$ cat src/design/pmb_pkg.sv
// Shared constants, register codes and types for the particle motion step.
package pmb_pkg;

   localparam int HALF_SCALE_DEF      = 16;
   localparam int MIN_HARD_RADIUS_DEF = 32;
   localparam int POS_BITS_DEF        = 24;

   // Radii stay below 512 over the whole parameter range.
   localparam int RAD_BITS = 9;

   localparam int SIZE_FACTOR = 52;
   localparam int FULL_HARD   = 255;

   // Reciprocal of 255 scaled by 2**23, exact for products up to 32640.
   localparam int RECIP_255   = 32897;
   localparam int RECIP_SHIFT = 23;

   localparam int CSR_INDEX_BITS = 2;
   localparam int CSR_DATA_BITS  = 16;

   typedef enum logic [CSR_INDEX_BITS-1:0] {
      REG_MAX_POSITION  = 2'd0,
      REG_WALL_HARDNESS = 2'd1,
      REG_GLOBAL_SIZE   = 2'd2,
      REG_MODE_FLAGS    = 2'd3
   } csr_index_type;

   localparam int MODE_WRAP     = 0;
   localparam int MODE_BOUNCE   = 1;
   localparam int MODE_KILL     = 2;
   localparam int MODE_GRAVITY  = 3;
   localparam int MODE_AGE_HUE  = 4;
   localparam int MODE_OWN_SIZE = 5;

   typedef struct packed {
      logic [RAD_BITS-1:0] hard;
      logic [RAD_BITS-1:0] rrad;
   } radius_type;

endpackage

$ cat src/design/pmb_if.sv
// Request and response channel interfaces of the particle motion step.
interface pmb_req_if #(parameter int POS_BITS = 24);
   logic                valid;
   logic                ready;
   logic [POS_BITS-1:0] pos;
   logic [7:0]          vel;
   logic [15:0]         life;
   logic [7:0]          hue;
   logic                perpetual;
   logic                pinned;
   logic                reverse_gravity;
   logic                was_out;
   logic [7:0]          own_size;
   logic                has_own_size;

   modport source (output valid, pos, vel, life, hue, perpetual, pinned, reverse_gravity,
                   was_out, own_size, has_own_size, input ready);
   modport sink   (input valid, pos, vel, life, hue, perpetual, pinned, reverse_gravity,
                   was_out, own_size, has_own_size, output ready);
endinterface

interface pmb_rsp_if #(parameter int POS_BITS = 24);
   logic                valid;
   logic                ready;
   logic [POS_BITS-1:0] new_pos;
   logic [7:0]          new_vel;
   logic [15:0]         new_life;
   logic [7:0]          new_hue;
   logic                out_of_bounds;

   modport source (output valid, new_pos, new_vel, new_life, new_hue, out_of_bounds,
                   input ready);
   modport sink   (input valid, new_pos, new_vel, new_life, new_hue, out_of_bounds,
                   output ready);
endinterface

$ cat src/design/pmb_radius.sv
// Hard and render radius selection from the particle or the global size.
module pmb_radius #(
   parameter int HALF_SCALE      = pmb_pkg::HALF_SCALE_DEF,
   parameter int MIN_HARD_RADIUS = pmb_pkg::MIN_HARD_RADIUS_DEF
) (
   input  logic                 per_size,
   input  logic                 has_own_size,
   input  logic [7:0]           own_size,
   input  logic [7:0]           global_size,
   output pmb_pkg::radius_type  radius
);
   import pmb_pkg::*;

   localparam logic [RAD_BITS-1:0] MIN_R  = RAD_BITS'(MIN_HARD_RADIUS);
   localparam logic [RAD_BITS-1:0] HALF_R = RAD_BITS'(MIN_HARD_RADIUS / 2);
   localparam logic [RAD_BITS-1:0] REND_R = RAD_BITS'(HALF_SCALE - 1);

   logic             use_own;
   logic [7:0]       size;
   logic [13:0]      scaled;

   assign use_own = per_size && has_own_size;
   assign size    = use_own ? own_size : global_size;
   assign scaled  = 14'(size) * 14'(SIZE_FACTOR);

   always_comb begin
      radius.rrad = REND_R + RAD_BITS'(size);
      if (size > 8'd1) begin
         radius.hard = MIN_R + RAD_BITS'(scaled[13:6]);
      end else if (size == 8'd1 && !use_own) begin
         radius.hard = MIN_R;
      end else begin
         radius.hard = HALF_R;
      end
   end
endmodule

$ cat src/design/particle_motion_bounds_step.sv
// Top level of the pipelined one-dimensional particle motion step.
//
// One particle request enters per clock unless a stalled response has backed the pipeline
// up to its first stage; its response leaves from the last stage register. The depth is
// set by the wrap remainder, which the pipeline works out four dividend bits per stage against
// max_position + 1. Every stage holds its own valid bit, so a stalled response only
// backs up the stages behind it and bubbles are squeezed out. Configuration is written
// through csr_we/csr_index/csr_wdata and must only change while no request is in flight.
module particle_motion_bounds_step #(
   parameter int HALF_SCALE      = pmb_pkg::HALF_SCALE_DEF,
   parameter int MIN_HARD_RADIUS = pmb_pkg::MIN_HARD_RADIUS_DEF,
   parameter int POS_BITS        = pmb_pkg::POS_BITS_DEF
) (
   input  logic                               clock,
   input  logic                               reset,
   pmb_req_if.sink                            req_chan,
   pmb_rsp_if.source                          rsp_chan,
   input  logic                               csr_we,
   input  logic [pmb_pkg::CSR_INDEX_BITS-1:0] csr_index,
   input  logic [pmb_pkg::CSR_DATA_BITS-1:0]  csr_wdata
);
   import pmb_pkg::*;

   // Position arithmetic width, and one more bit for comparisons against wall limits.
   localparam int W    = POS_BITS + 1;
   localparam int CW   = W + 1;
   localparam int BPS  = 4;
   localparam int NDIG = (POS_BITS + BPS - 1) / BPS;
   localparam int MAGW = NDIG * BPS;
   localparam int NST  = 4 + NDIG;
   localparam int MOD0 = 3;

   typedef struct packed {
      logic [POS_BITS-1:0] pos;
      logic [7:0]          vel;
      logic [15:0]         life;
      logic [7:0]          hue;
      logic                dead;
      logic                pinned;
      logic                revgrav;
      logic                was_out;
      logic [RAD_BITS-1:0] hard;
      logic [RAD_BITS-1:0] rrad;
      logic signed [W-1:0] np;
      logic                bounced;
      logic                vneg;
      logic [15:0]         vmag;
      logic                outr;
      logic [MAGW-1:0]     mag;
      logic [16:0]         rem;
      logic                oob;
   } item_type;

   // Configuration registers.
   logic [15:0] max_position_ff;
   logic [7:0]  wall_hardness_ff;
   logic [7:0]  global_size_ff;
   logic [5:0]  mode_flags_ff;

   always_ff @(posedge clock) begin
      if (reset) begin
         max_position_ff  <= 16'd1023;
         wall_hardness_ff <= 8'd255;
         global_size_ff   <= 8'd0;
         mode_flags_ff    <= 6'd0;
      end else if (csr_we) begin
         unique case (csr_index)
            REG_MAX_POSITION:  max_position_ff  <= csr_wdata;
            REG_WALL_HARDNESS: wall_hardness_ff <= csr_wdata[7:0];
            REG_GLOBAL_SIZE:   global_size_ff   <= csr_wdata[7:0];
            REG_MODE_FLAGS:    mode_flags_ff    <= csr_wdata[5:0];
         endcase
      end
   end

   // Shared views of the configuration in comparison widths.
   logic signed [CW-1:0] maxp_s;
   logic [16:0]          divisor;
   logic [17:0]          divisor_w;

   assign maxp_s    = $signed({{(CW-16){1'b0}}, max_position_ff});
   assign divisor   = {1'b0, max_position_ff} + 17'd1;
   assign divisor_w = {1'b0, divisor};

   // Pipeline stages with per-stage valid and ready.
   item_type         stage_ff [NST];
   item_type         stage_in [NST];
   logic [NST-1:0]   valid_ff;
   logic [NST:0]     ready_w;

   assign ready_w[NST] = rsp_chan.ready;
   for (genvar k = 0; k < NST; k++) begin : g_ready
      assign ready_w[k] = !valid_ff[k] || ready_w[k+1];
   end
   assign req_chan.ready = ready_w[0];

   always_ff @(posedge clock) begin
      if (reset) begin
         valid_ff <= '0;
      end else begin
         if (ready_w[0]) begin
            valid_ff[0] <= req_chan.valid;
         end
         for (int k = 1; k < NST; k++) begin
            if (ready_w[k]) begin
               valid_ff[k] <= valid_ff[k-1];
            end
         end
      end
   end

   always_ff @(posedge clock) begin
      for (int k = 0; k < NST; k++) begin
         if (ready_w[k]) begin
            stage_ff[k] <= stage_in[k];
         end
      end
   end

   // Stage 0: lifetime, hue, radii and the raw step pos + vel.
   radius_type radius;
   logic [15:0] life_dec;

   pmb_radius #(
      .HALF_SCALE      (HALF_SCALE),
      .MIN_HARD_RADIUS (MIN_HARD_RADIUS)
   ) u_radius (
      .per_size     (mode_flags_ff[MODE_OWN_SIZE]),
      .has_own_size (req_chan.has_own_size),
      .own_size     (req_chan.own_size),
      .global_size  (global_size_ff),
      .radius       (radius)
   );

   assign life_dec = req_chan.perpetual ? req_chan.life : req_chan.life - 16'd1;

   always_comb begin
      stage_in[0]         = '0;
      stage_in[0].pos     = req_chan.pos;
      stage_in[0].vel     = req_chan.vel;
      stage_in[0].dead    = (req_chan.life == 16'd0);
      stage_in[0].pinned  = req_chan.pinned;
      stage_in[0].revgrav = req_chan.reverse_gravity;
      stage_in[0].was_out = req_chan.was_out;
      stage_in[0].hard    = radius.hard;
      stage_in[0].rrad    = radius.rrad;
      stage_in[0].np      = $signed({req_chan.pos[POS_BITS-1], req_chan.pos})
                          + $signed({{(W-8){req_chan.vel[7]}}, req_chan.vel});
      stage_in[0].hue     = req_chan.hue;
      if (req_chan.life == 16'd0) begin
         stage_in[0].life = 16'd0;
      end else begin
         stage_in[0].life = life_dec;
         if (mode_flags_ff[MODE_AGE_HUE]) begin
            stage_in[0].hue = (life_dec > 16'd255) ? 8'hFF : life_dec[7:0];
         end
      end
   end

   // Stage 1: wall bounce decision, position clamp and the velocity product.
   logic signed [CW-1:0] b_np;
   logic signed [CW-1:0] b_hard;
   logic signed [CW-1:0] b_top;
   logic                 b_low;
   logic                 b_high;
   logic                 b_doit;
   logic [7:0]           b_vn;
   logic [7:0]           b_mag;

   assign b_np   = {stage_ff[0].np[W-1], stage_ff[0].np};
   assign b_hard = $signed({{(CW-RAD_BITS){1'b0}}, stage_ff[0].hard});
   assign b_top  = maxp_s - b_hard;
   assign b_low  = b_np < b_hard;
   assign b_high = b_np > b_top;
   // Under gravity only the floor on the pull side is skipped.
   assign b_doit = mode_flags_ff[MODE_BOUNCE] && !stage_ff[0].dead && (b_low || b_high)
                && !(mode_flags_ff[MODE_GRAVITY]
                     && (stage_ff[0].revgrav ? b_low : (b_np > b_hard)));
   // Negation wraps in eight bits, so the most negative speed stays negative.
   assign b_vn   = ~stage_ff[0].vel + 8'd1;
   assign b_mag  = b_vn[7] ? (~b_vn + 8'd1) : b_vn;

   always_comb begin
      stage_in[1] = stage_ff[0];
      stage_in[1].bounced = b_doit;
      stage_in[1].vneg    = b_vn[7];
      stage_in[1].vmag    = 16'(b_mag) * 16'(wall_hardness_ff);
      if (b_doit) begin
         stage_in[1].np = b_low ? b_hard[W-1:0] : b_top[W-1:0];
      end
   end

   // Stage 2: divide the product by 255, then set up the wrap remainder.
   logic [31:0]          c_prod;
   logic [7:0]           c_q;
   logic signed [CW-1:0] c_np;
   logic [W-1:0]         c_abs;

   assign c_prod = 32'(stage_ff[1].vmag) * 32'(RECIP_255);
   assign c_q    = c_prod[RECIP_SHIFT +: 8];
   assign c_np   = {stage_ff[1].np[W-1], stage_ff[1].np};
   assign c_abs  = stage_ff[1].np[W-1] ? (~stage_ff[1].np + W'(1)) : stage_ff[1].np;

   always_comb begin
      stage_in[2] = stage_ff[1];
      if (stage_ff[1].bounced) begin
         stage_in[2].vel = stage_ff[1].vneg ? (~c_q + 8'd1) : c_q;
      end
      stage_in[2].outr = (c_np < 0) || (c_np > maxp_s);
      stage_in[2].mag  = MAGW'(c_abs[POS_BITS-1:0]);
      stage_in[2].rem  = 17'd0;
   end

   // Remainder stages: restoring steps on |np|, four dividend bits per stage.
   for (genvar k = MOD0; k < MOD0 + NDIG; k++) begin : g_mod
      logic [17:0]     r_w;
      logic [MAGW-1:0] m_w;
      always_comb begin
         r_w = {1'b0, stage_ff[k-1].rem};
         m_w = stage_ff[k-1].mag;
         for (int j = 0; j < BPS; j++) begin
            r_w = {r_w[16:0], m_w[MAGW-1]};
            m_w = {m_w[MAGW-2:0], 1'b0};
            if (r_w >= divisor_w) begin
               r_w = r_w - divisor_w;
            end
         end
         stage_in[k]     = stage_ff[k-1];
         stage_in[k].rem = r_w[16:0];
         stage_in[k].mag = m_w;
      end
   end

   // Final stage: wrap or bounds check, kill, pinning and saturation.
   localparam int LAST = NST - 1;

   item_type             f_x;
   logic [16:0]          f_wrap;
   logic signed [CW-1:0] f_np;
   logic signed [CW-1:0] f_rrad;
   logic signed [CW-1:0] f_far;
   logic signed [CW-1:0] f_res;
   logic                 f_oob;
   logic                 f_kill;

   localparam logic signed [CW-1:0] PMAX = CW'((64'sd1 <<< (POS_BITS - 1)) - 1);
   localparam logic signed [CW-1:0] PMIN = -PMAX - CW'(1);

   assign f_x    = stage_ff[LAST-1];
   assign f_np   = {f_x.np[W-1], f_x.np};
   assign f_rrad = $signed({{(CW-RAD_BITS){1'b0}}, f_x.rrad});
   assign f_far  = maxp_s <<< 2;
   // C-style remainder takes the dividend's sign, then is lifted into range.
   assign f_wrap = !f_x.np[W-1] ? f_x.rem : ((f_x.rem == 17'd0) ? 17'd0 : divisor - f_x.rem);
   assign f_oob  = f_x.outr && !mode_flags_ff[MODE_WRAP]
                && ((f_np < -f_rrad) || (f_np > maxp_s + f_rrad));
   assign f_kill = mode_flags_ff[MODE_KILL]
                && !(mode_flags_ff[MODE_GRAVITY]
                     && (f_x.revgrav ? ((f_np < 0) || (f_np > f_far))
                                     : ((f_np > 0) && (f_np < f_far))));

   always_comb begin
      stage_in[LAST] = f_x;
      f_res = f_np;
      if (f_x.dead) begin
         stage_in[LAST].oob = f_x.was_out;
         f_res = $signed({{(CW-POS_BITS){f_x.pos[POS_BITS-1]}}, f_x.pos});
      end else begin
         stage_in[LAST].oob = f_oob;
         if (f_x.outr && mode_flags_ff[MODE_WRAP]) begin
            f_res = $signed({{(CW-17){1'b0}}, f_wrap});
         end
         if (f_oob && f_kill) begin
            stage_in[LAST].life = 16'd0;
         end
         if (f_x.pinned) begin
            f_res = $signed({{(CW-POS_BITS){f_x.pos[POS_BITS-1]}}, f_x.pos});
            stage_in[LAST].vel = 8'd0;
         end
         if (f_res > PMAX) begin
            f_res = PMAX;
         end else if (f_res < PMIN) begin
            f_res = PMIN;
         end
      end
      stage_in[LAST].np = f_res[W-1:0];
   end

   // The last stage register is the response register.
   assign rsp_chan.valid         = valid_ff[LAST];
   assign rsp_chan.new_pos       = stage_ff[LAST].np[POS_BITS-1:0];
   assign rsp_chan.new_vel       = stage_ff[LAST].vel;
   assign rsp_chan.new_life      = stage_ff[LAST].life;
   assign rsp_chan.new_hue       = stage_ff[LAST].hue;
   assign rsp_chan.out_of_bounds = stage_ff[LAST].oob;

   a_reset_empty : assert property (@(posedge clock) reset |=> valid_ff == '0)
      else $error("pipeline not empty after reset");

   a_accept_loads : assert property (@(posedge clock) disable iff (reset)
      req_chan.valid && req_chan.ready |=> valid_ff[0])
      else $error("accepted request missing from the first stage");

   a_stall_holds : assert property (@(posedge clock) disable iff (reset)
      valid_ff[LAST] && !rsp_chan.ready |=> valid_ff[LAST] && $stable(stage_ff[LAST]))
      else $error("stalled response changed or was lost");
endmodule
$ cat src/flat_wrapper.sv
// flat-port wrapper written by rule: the top's interface ports become plain ports
module particle_motion_bounds_step_flat import pmb_pkg::*;
#(
   parameter int HALF_SCALE      = pmb_pkg::HALF_SCALE_DEF,
   parameter int MIN_HARD_RADIUS = pmb_pkg::MIN_HARD_RADIUS_DEF,
   parameter int POS_BITS        = pmb_pkg::POS_BITS_DEF
)
  (clock, reset, csr_we, csr_index, csr_wdata, req_chan_valid, req_chan_pos, req_chan_vel, req_chan_life, req_chan_hue, req_chan_perpetual, req_chan_pinned, req_chan_reverse_gravity, req_chan_was_out, req_chan_own_size, req_chan_has_own_size, req_chan_ready, rsp_chan_valid, rsp_chan_new_pos, rsp_chan_new_vel, rsp_chan_new_life, rsp_chan_new_hue, rsp_chan_out_of_bounds, rsp_chan_ready);
  pmb_req_if #(.POS_BITS(POS_BITS)) req_chan_i ();
  pmb_rsp_if #(.POS_BITS(POS_BITS)) rsp_chan_i ();
  input  logic clock;
  input  logic reset;
  input  logic csr_we;
  input  logic [pmb_pkg::CSR_INDEX_BITS-1:0] csr_index;
  input  logic [pmb_pkg::CSR_DATA_BITS-1:0] csr_wdata;
  input wire logic [$bits(req_chan_i.valid)-1:0] req_chan_valid;
  input wire logic [$bits(req_chan_i.pos)-1:0] req_chan_pos;
  input wire logic [$bits(req_chan_i.vel)-1:0] req_chan_vel;
  input wire logic [$bits(req_chan_i.life)-1:0] req_chan_life;
  input wire logic [$bits(req_chan_i.hue)-1:0] req_chan_hue;
  input wire logic [$bits(req_chan_i.perpetual)-1:0] req_chan_perpetual;
  input wire logic [$bits(req_chan_i.pinned)-1:0] req_chan_pinned;
  input wire logic [$bits(req_chan_i.reverse_gravity)-1:0] req_chan_reverse_gravity;
  input wire logic [$bits(req_chan_i.was_out)-1:0] req_chan_was_out;
  input wire logic [$bits(req_chan_i.own_size)-1:0] req_chan_own_size;
  input wire logic [$bits(req_chan_i.has_own_size)-1:0] req_chan_has_own_size;
  output wire logic [$bits(req_chan_i.ready)-1:0] req_chan_ready;
  output wire logic [$bits(rsp_chan_i.valid)-1:0] rsp_chan_valid;
  output wire logic [$bits(rsp_chan_i.new_pos)-1:0] rsp_chan_new_pos;
  output wire logic [$bits(rsp_chan_i.new_vel)-1:0] rsp_chan_new_vel;
  output wire logic [$bits(rsp_chan_i.new_life)-1:0] rsp_chan_new_life;
  output wire logic [$bits(rsp_chan_i.new_hue)-1:0] rsp_chan_new_hue;
  output wire logic [$bits(rsp_chan_i.out_of_bounds)-1:0] rsp_chan_out_of_bounds;
  input wire logic [$bits(rsp_chan_i.ready)-1:0] rsp_chan_ready;
  assign req_chan_i.valid = req_chan_valid;
  assign req_chan_i.pos = req_chan_pos;
  assign req_chan_i.vel = req_chan_vel;
  assign req_chan_i.life = req_chan_life;
  assign req_chan_i.hue = req_chan_hue;
  assign req_chan_i.perpetual = req_chan_perpetual;
  assign req_chan_i.pinned = req_chan_pinned;
  assign req_chan_i.reverse_gravity = req_chan_reverse_gravity;
  assign req_chan_i.was_out = req_chan_was_out;
  assign req_chan_i.own_size = req_chan_own_size;
  assign req_chan_i.has_own_size = req_chan_has_own_size;
  assign req_chan_ready = req_chan_i.ready;
  assign rsp_chan_valid = rsp_chan_i.valid;
  assign rsp_chan_new_pos = rsp_chan_i.new_pos;
  assign rsp_chan_new_vel = rsp_chan_i.new_vel;
  assign rsp_chan_new_life = rsp_chan_i.new_life;
  assign rsp_chan_new_hue = rsp_chan_i.new_hue;
  assign rsp_chan_out_of_bounds = rsp_chan_i.out_of_bounds;
  assign rsp_chan_i.ready = rsp_chan_ready;
  particle_motion_bounds_step #(.HALF_SCALE(HALF_SCALE), .MIN_HARD_RADIUS(MIN_HARD_RADIUS), .POS_BITS(POS_BITS)) u_core (.clock(clock), .reset(reset), .req_chan(req_chan_i), .rsp_chan(rsp_chan_i), .csr_we(csr_we), .csr_index(csr_index), .csr_wdata(csr_wdata));
endmodule
$ cat config.mk
export PLATFORM = sky130hd
export DESIGN_NAME = particle_motion_bounds_step_flat
export DESIGN_NICKNAME = d
export VERILOG_FILES = /design/src/design/pmb_pkg.sv /design/src/design/pmb_if.sv /design/src/design/pmb_radius.sv /design/src/design/particle_motion_bounds_step.sv /design/src/flat_wrapper.sv
export SDC_FILE = /design/constraint.sdc
export NUM_CORES = 2
export LEC_CHECK = 0
export BUFFER_PORTS_ARGS = -buffer_cell sky130_fd_sc_hd__buf_2
export CORE_MARGIN = 2
export CORE_UTILIZATION = 25
export DETAILED_ROUTE_END_ITERATION = 8
export HOLD_SLACK_MARGIN = 0.15
export SLEW_MARGIN = 0
export SYNTH_ARGS = -nofsm -noshare
export SYNTH_HDL_FRONTEND = slang
export SYNTH_HIERARCHICAL = 1
export SYNTH_SLANG_ARGS = --single-unit
$ cat constraint.sdc
create_clock -name clock -period 23.8 [get_ports clock]
set_clock_uncertainty 0.05 [all_clocks]
set_input_delay 4.76 -clock clock [delete_from_list [all_inputs] [get_ports clock]]
set_output_delay 4.76 -clock clock [all_outputs]
set_load 0.02 [all_outputs]
==> key figures <==
Status
  – Status: finished, final reports clean

Critical path
  – Max FO, Critical Path: 31
  – Reg2reg setup slack: 8.32 ns
  – Critical Path Source Type: flip-flop
  – Critical-path top delay cell: a221oi_4
  – Crit path top cell by count: a21oi_1
  – Crit path DAT: approximately 16 ns
  – Slowest cell delay on critical path: approximately 0.89 ns
  – Crit path kind: reg -> reg
  – Worst EP required: around 24 ns
  – Critical Path End Type: flip-flop

Floorplan
  – Boundary Pins: around 150
  – Site row count: 195
  – Core area: about 0.28 mm2
  – Initial Util: 25.1%
  – Die W: 535 um
  – Die area: roughly 0.29 mm2
  – Die H: between 500 and 600 um

Routing
  – Average via count per standard cell: 4.80
  – Routed len/inst: 18.2 um
  – Drc violations: 0
  – Pre-Repair DR Iteration Count: 5
  – Final antenna-violating net count: 0
  – Vias: slightly below 50000
  – Iter 0 DRT Violations: ~3900
  – Final wirelength: 189000 um

Logic synthesis
  – Ranking of synthesized cells by area: edfxtp_1 48%, ha_1 12%, xnor2_1 3.9%
  – Syn_nets: approximately 7100
  – Largest family of logic cells by synthesized area: compound AO/OA/AOI/OAI gates
  – Adder-Cell Fraction of Synth Area: roughly 14%
  – Syn Std Cell Area: ~0.071 mm2
  – Synth Instances: ~6300
  – Compound-Gate Fraction of Synth Area: between 10 and 15%
  – Yosys top cell by area: edfxtp_1
  – Async SR Flop Fraction: 0%
  – Main synth FF type: edfxtp_1
  – Synth Register Bits: about 1200
  – Synth Area in Simple Gates: 12.5%
  – Synth warn: 6
  – EDFF count, synth: around 1100
  – Average size of a mapped cell: around 11 um2
  – Library cells used by synthesis: 120
  – Synth Area in XOR/XNOR: 5.32%
  – Synth top area share: ~48%
  – Seq/Total Area, Yosys: between 40% and 50%
  – Mux share of post-synthesis cell area: between 2 and 3%

Clock network
  – Num CTS Buffers: between 100 and 150
  – CTS Hold Bufs: 0
  – Max Root-Sink Buffers: 3
  – Post-CTS sizing: 0
  – Sink Count: around 1200
  – Root Buffer: clkbuf_16
  – Clk_lat worst skew: 0.77 ns
  – TritonCTS clock tree: built
  – Total setup buffers inserted after CTS: 0
  – Clock Pin Slew Worst Setup and Hold Paths: around 0.07 ns
  – CTS H-tree lvls: 3

Timing
  – Fin Setup TNS: 0 ns
  – Actual slew at the worst max-slew pin: about 1.2 ns
  – Max frequency: approximately 65 MHz
  – Final Max Slew Viols: 0
  – RSZ-0062 raised after global routing: no
  – Worst slew margin: between 10% and 20%
  – Setup violators final: 0
  – Fin crit period: 15.48 ns
  – Final Hold Viols: 0
  – Tcrit/Tclk final: between 60% and 70%

Flow run
  – Max-Cap Viols: 0

Placed design
  – I/O Buffers: 150
  – Dpl hpwl: ~140000 um
  – GPL Wtd Cong: 0.917

Final layout
  – Nets: 7332
  – Commonest non-fill, non-tap cell in the layout: edfxtp_1
  – P&R area growth vs syn: 13.4%
  – Share of cells above drive strength 1: 9.32%
  – Most used cells in the layout excluding fill and tap cells: 1117 x edfxtp_1, 657 x ha_1, 499 x nor2_1, 466 x nand2_1, 409 x a21oi_1

GRT
  – Tot GR Track Use: approximately an eighth
  – First-pass GRT wire length: just under 300000 um
  – Initial antenna violation count: 7
  – Pin count of the biggest net entering global routing: 75
  – Vias in the first global route: ~49000
  – Congestion Overflow GR: 0

Min path
  – Hold crit path type: reg -> reg
## worst paths after layout
check / cells after the start / endpoint / from
worst max-delay path: 54 / u_core/stage_ff[7][16] / u_core/max_position_ff[1]
worst min-delay path: 0 / u_core/stage_ff[3][75] / u_core/stage_ff[2][75]
worst max register to register: 54 / u_core/stage_ff[7][16] / u_core/max_position_ff[1]
worst min register to register: 0 / u_core/stage_ff[3][75] / u_core/stage_ff[2][75]
## metal layers
metal | vias up | track usage (%) | share of wire, %
met5 | - | 0 | 0.023
met1 | 24100 | 17.1 | 45
li1 | 23900 | - | -
met2 | 1384 | 21.2 | 46
met4 | 8 | 4.56 | 3.6
met3 | 321 | 1.58 | 5.1
## sequential cells by signal (all words and copies together) (netlist names)
name and cells:
u_core/wall_hardness_ff 8, u_core/valid_ff 10, u_core/mode_flags_ff 6, u_core/stage_ff 1117, u_core/max_position_ff 16, u_core/global_size_ff 8
## cells in the mapped netlist, drive strengths merged (33+ instances only)
cell type,count
xor2,102
nand2,471
a31oi,45
o21bai,33
o21a,74
nand2b,91
inv,367
or3,33
buf,50
fa,67
nor3,92
a21boi,63
dfxtp,48
a21oi,417
ha,658
nor2b,112
mux2i,69
nor2,505
nand3,100
a211oi,33
edfxtp,1117
and2,76
a21o,166
nand4,84
o31ai,83
o21ai,357
mux2,94
clkbuf,105
nor4,62
and3,38
xnor2,315
## worst max-delay path: cells and delay by family, from the launching register on
kind / cells / cell delay (ns)
AO/OA/AOI/OAI: 26 / 6.79
XOR/XNOR: 1 / 0.21
adder cells (fa/ha/maj): 6 / 2.11
buffers and inverters: 5 / 1.16
flip-flops: 1 / 0.65
multiplexers: 3 / 1.15
AND/OR/NAND/NOR: 13 / 2.99
## cell type report
| type | instances | area [um2] |
|---|---|---|
| timing repair buffer | 227 | 1330 |
| sequential | 1165 | 34500 |
| multi-input combinational | 4631 | 34100 |
| clock buffer | 141 | 3050 |
| inverter | 372 | 1410 |
| clock inverter | 81 | 937 |
| tap | 3743 | 4680 |
| antenna | 7 | 17.5 |
| fill | 28900 | 202000 |
## metrics by stage
| stage | worst slack, ns | instances | utilization, % | area [um2] | hold WS (ns) |
|---|---|---|---|---|---|
| final | 8.32 | 10400 | 28.4 | 80000 | 0.359 |
| after global routing | 6.94 | 10400 | 28.4 | 80000 | 0.359 |
| after CTS | 8.44 | 10400 | 28.4 | 80000 | 0.343 |
| after detailed placement | 8.59 | 10100 | 27.0 | 76000 | 0.355 |
| after global placement | 8.97 | 10100 | 27.0 | 76000 | 0.350 |
| after floorplan | 6.15 | 6323 | - | 70600 | 0.350 |
## cell families (layout without fill, tap and decap cells)
kind of cell	after synthesis	in the layout
AOI/OAI and AO/OA	1518	1518
xor gates and xnor gates	421	421
adders and majority gates	740	740
buffers and inverters	527	821
DFF	1165	1165
muxes	163	163
other	0	7
and+or+nand+nor	1789	1789
Power is left out: the tool's default activity adds up to more than one toggle a clock period on the data nets, which glitch-free logic cannot reach.
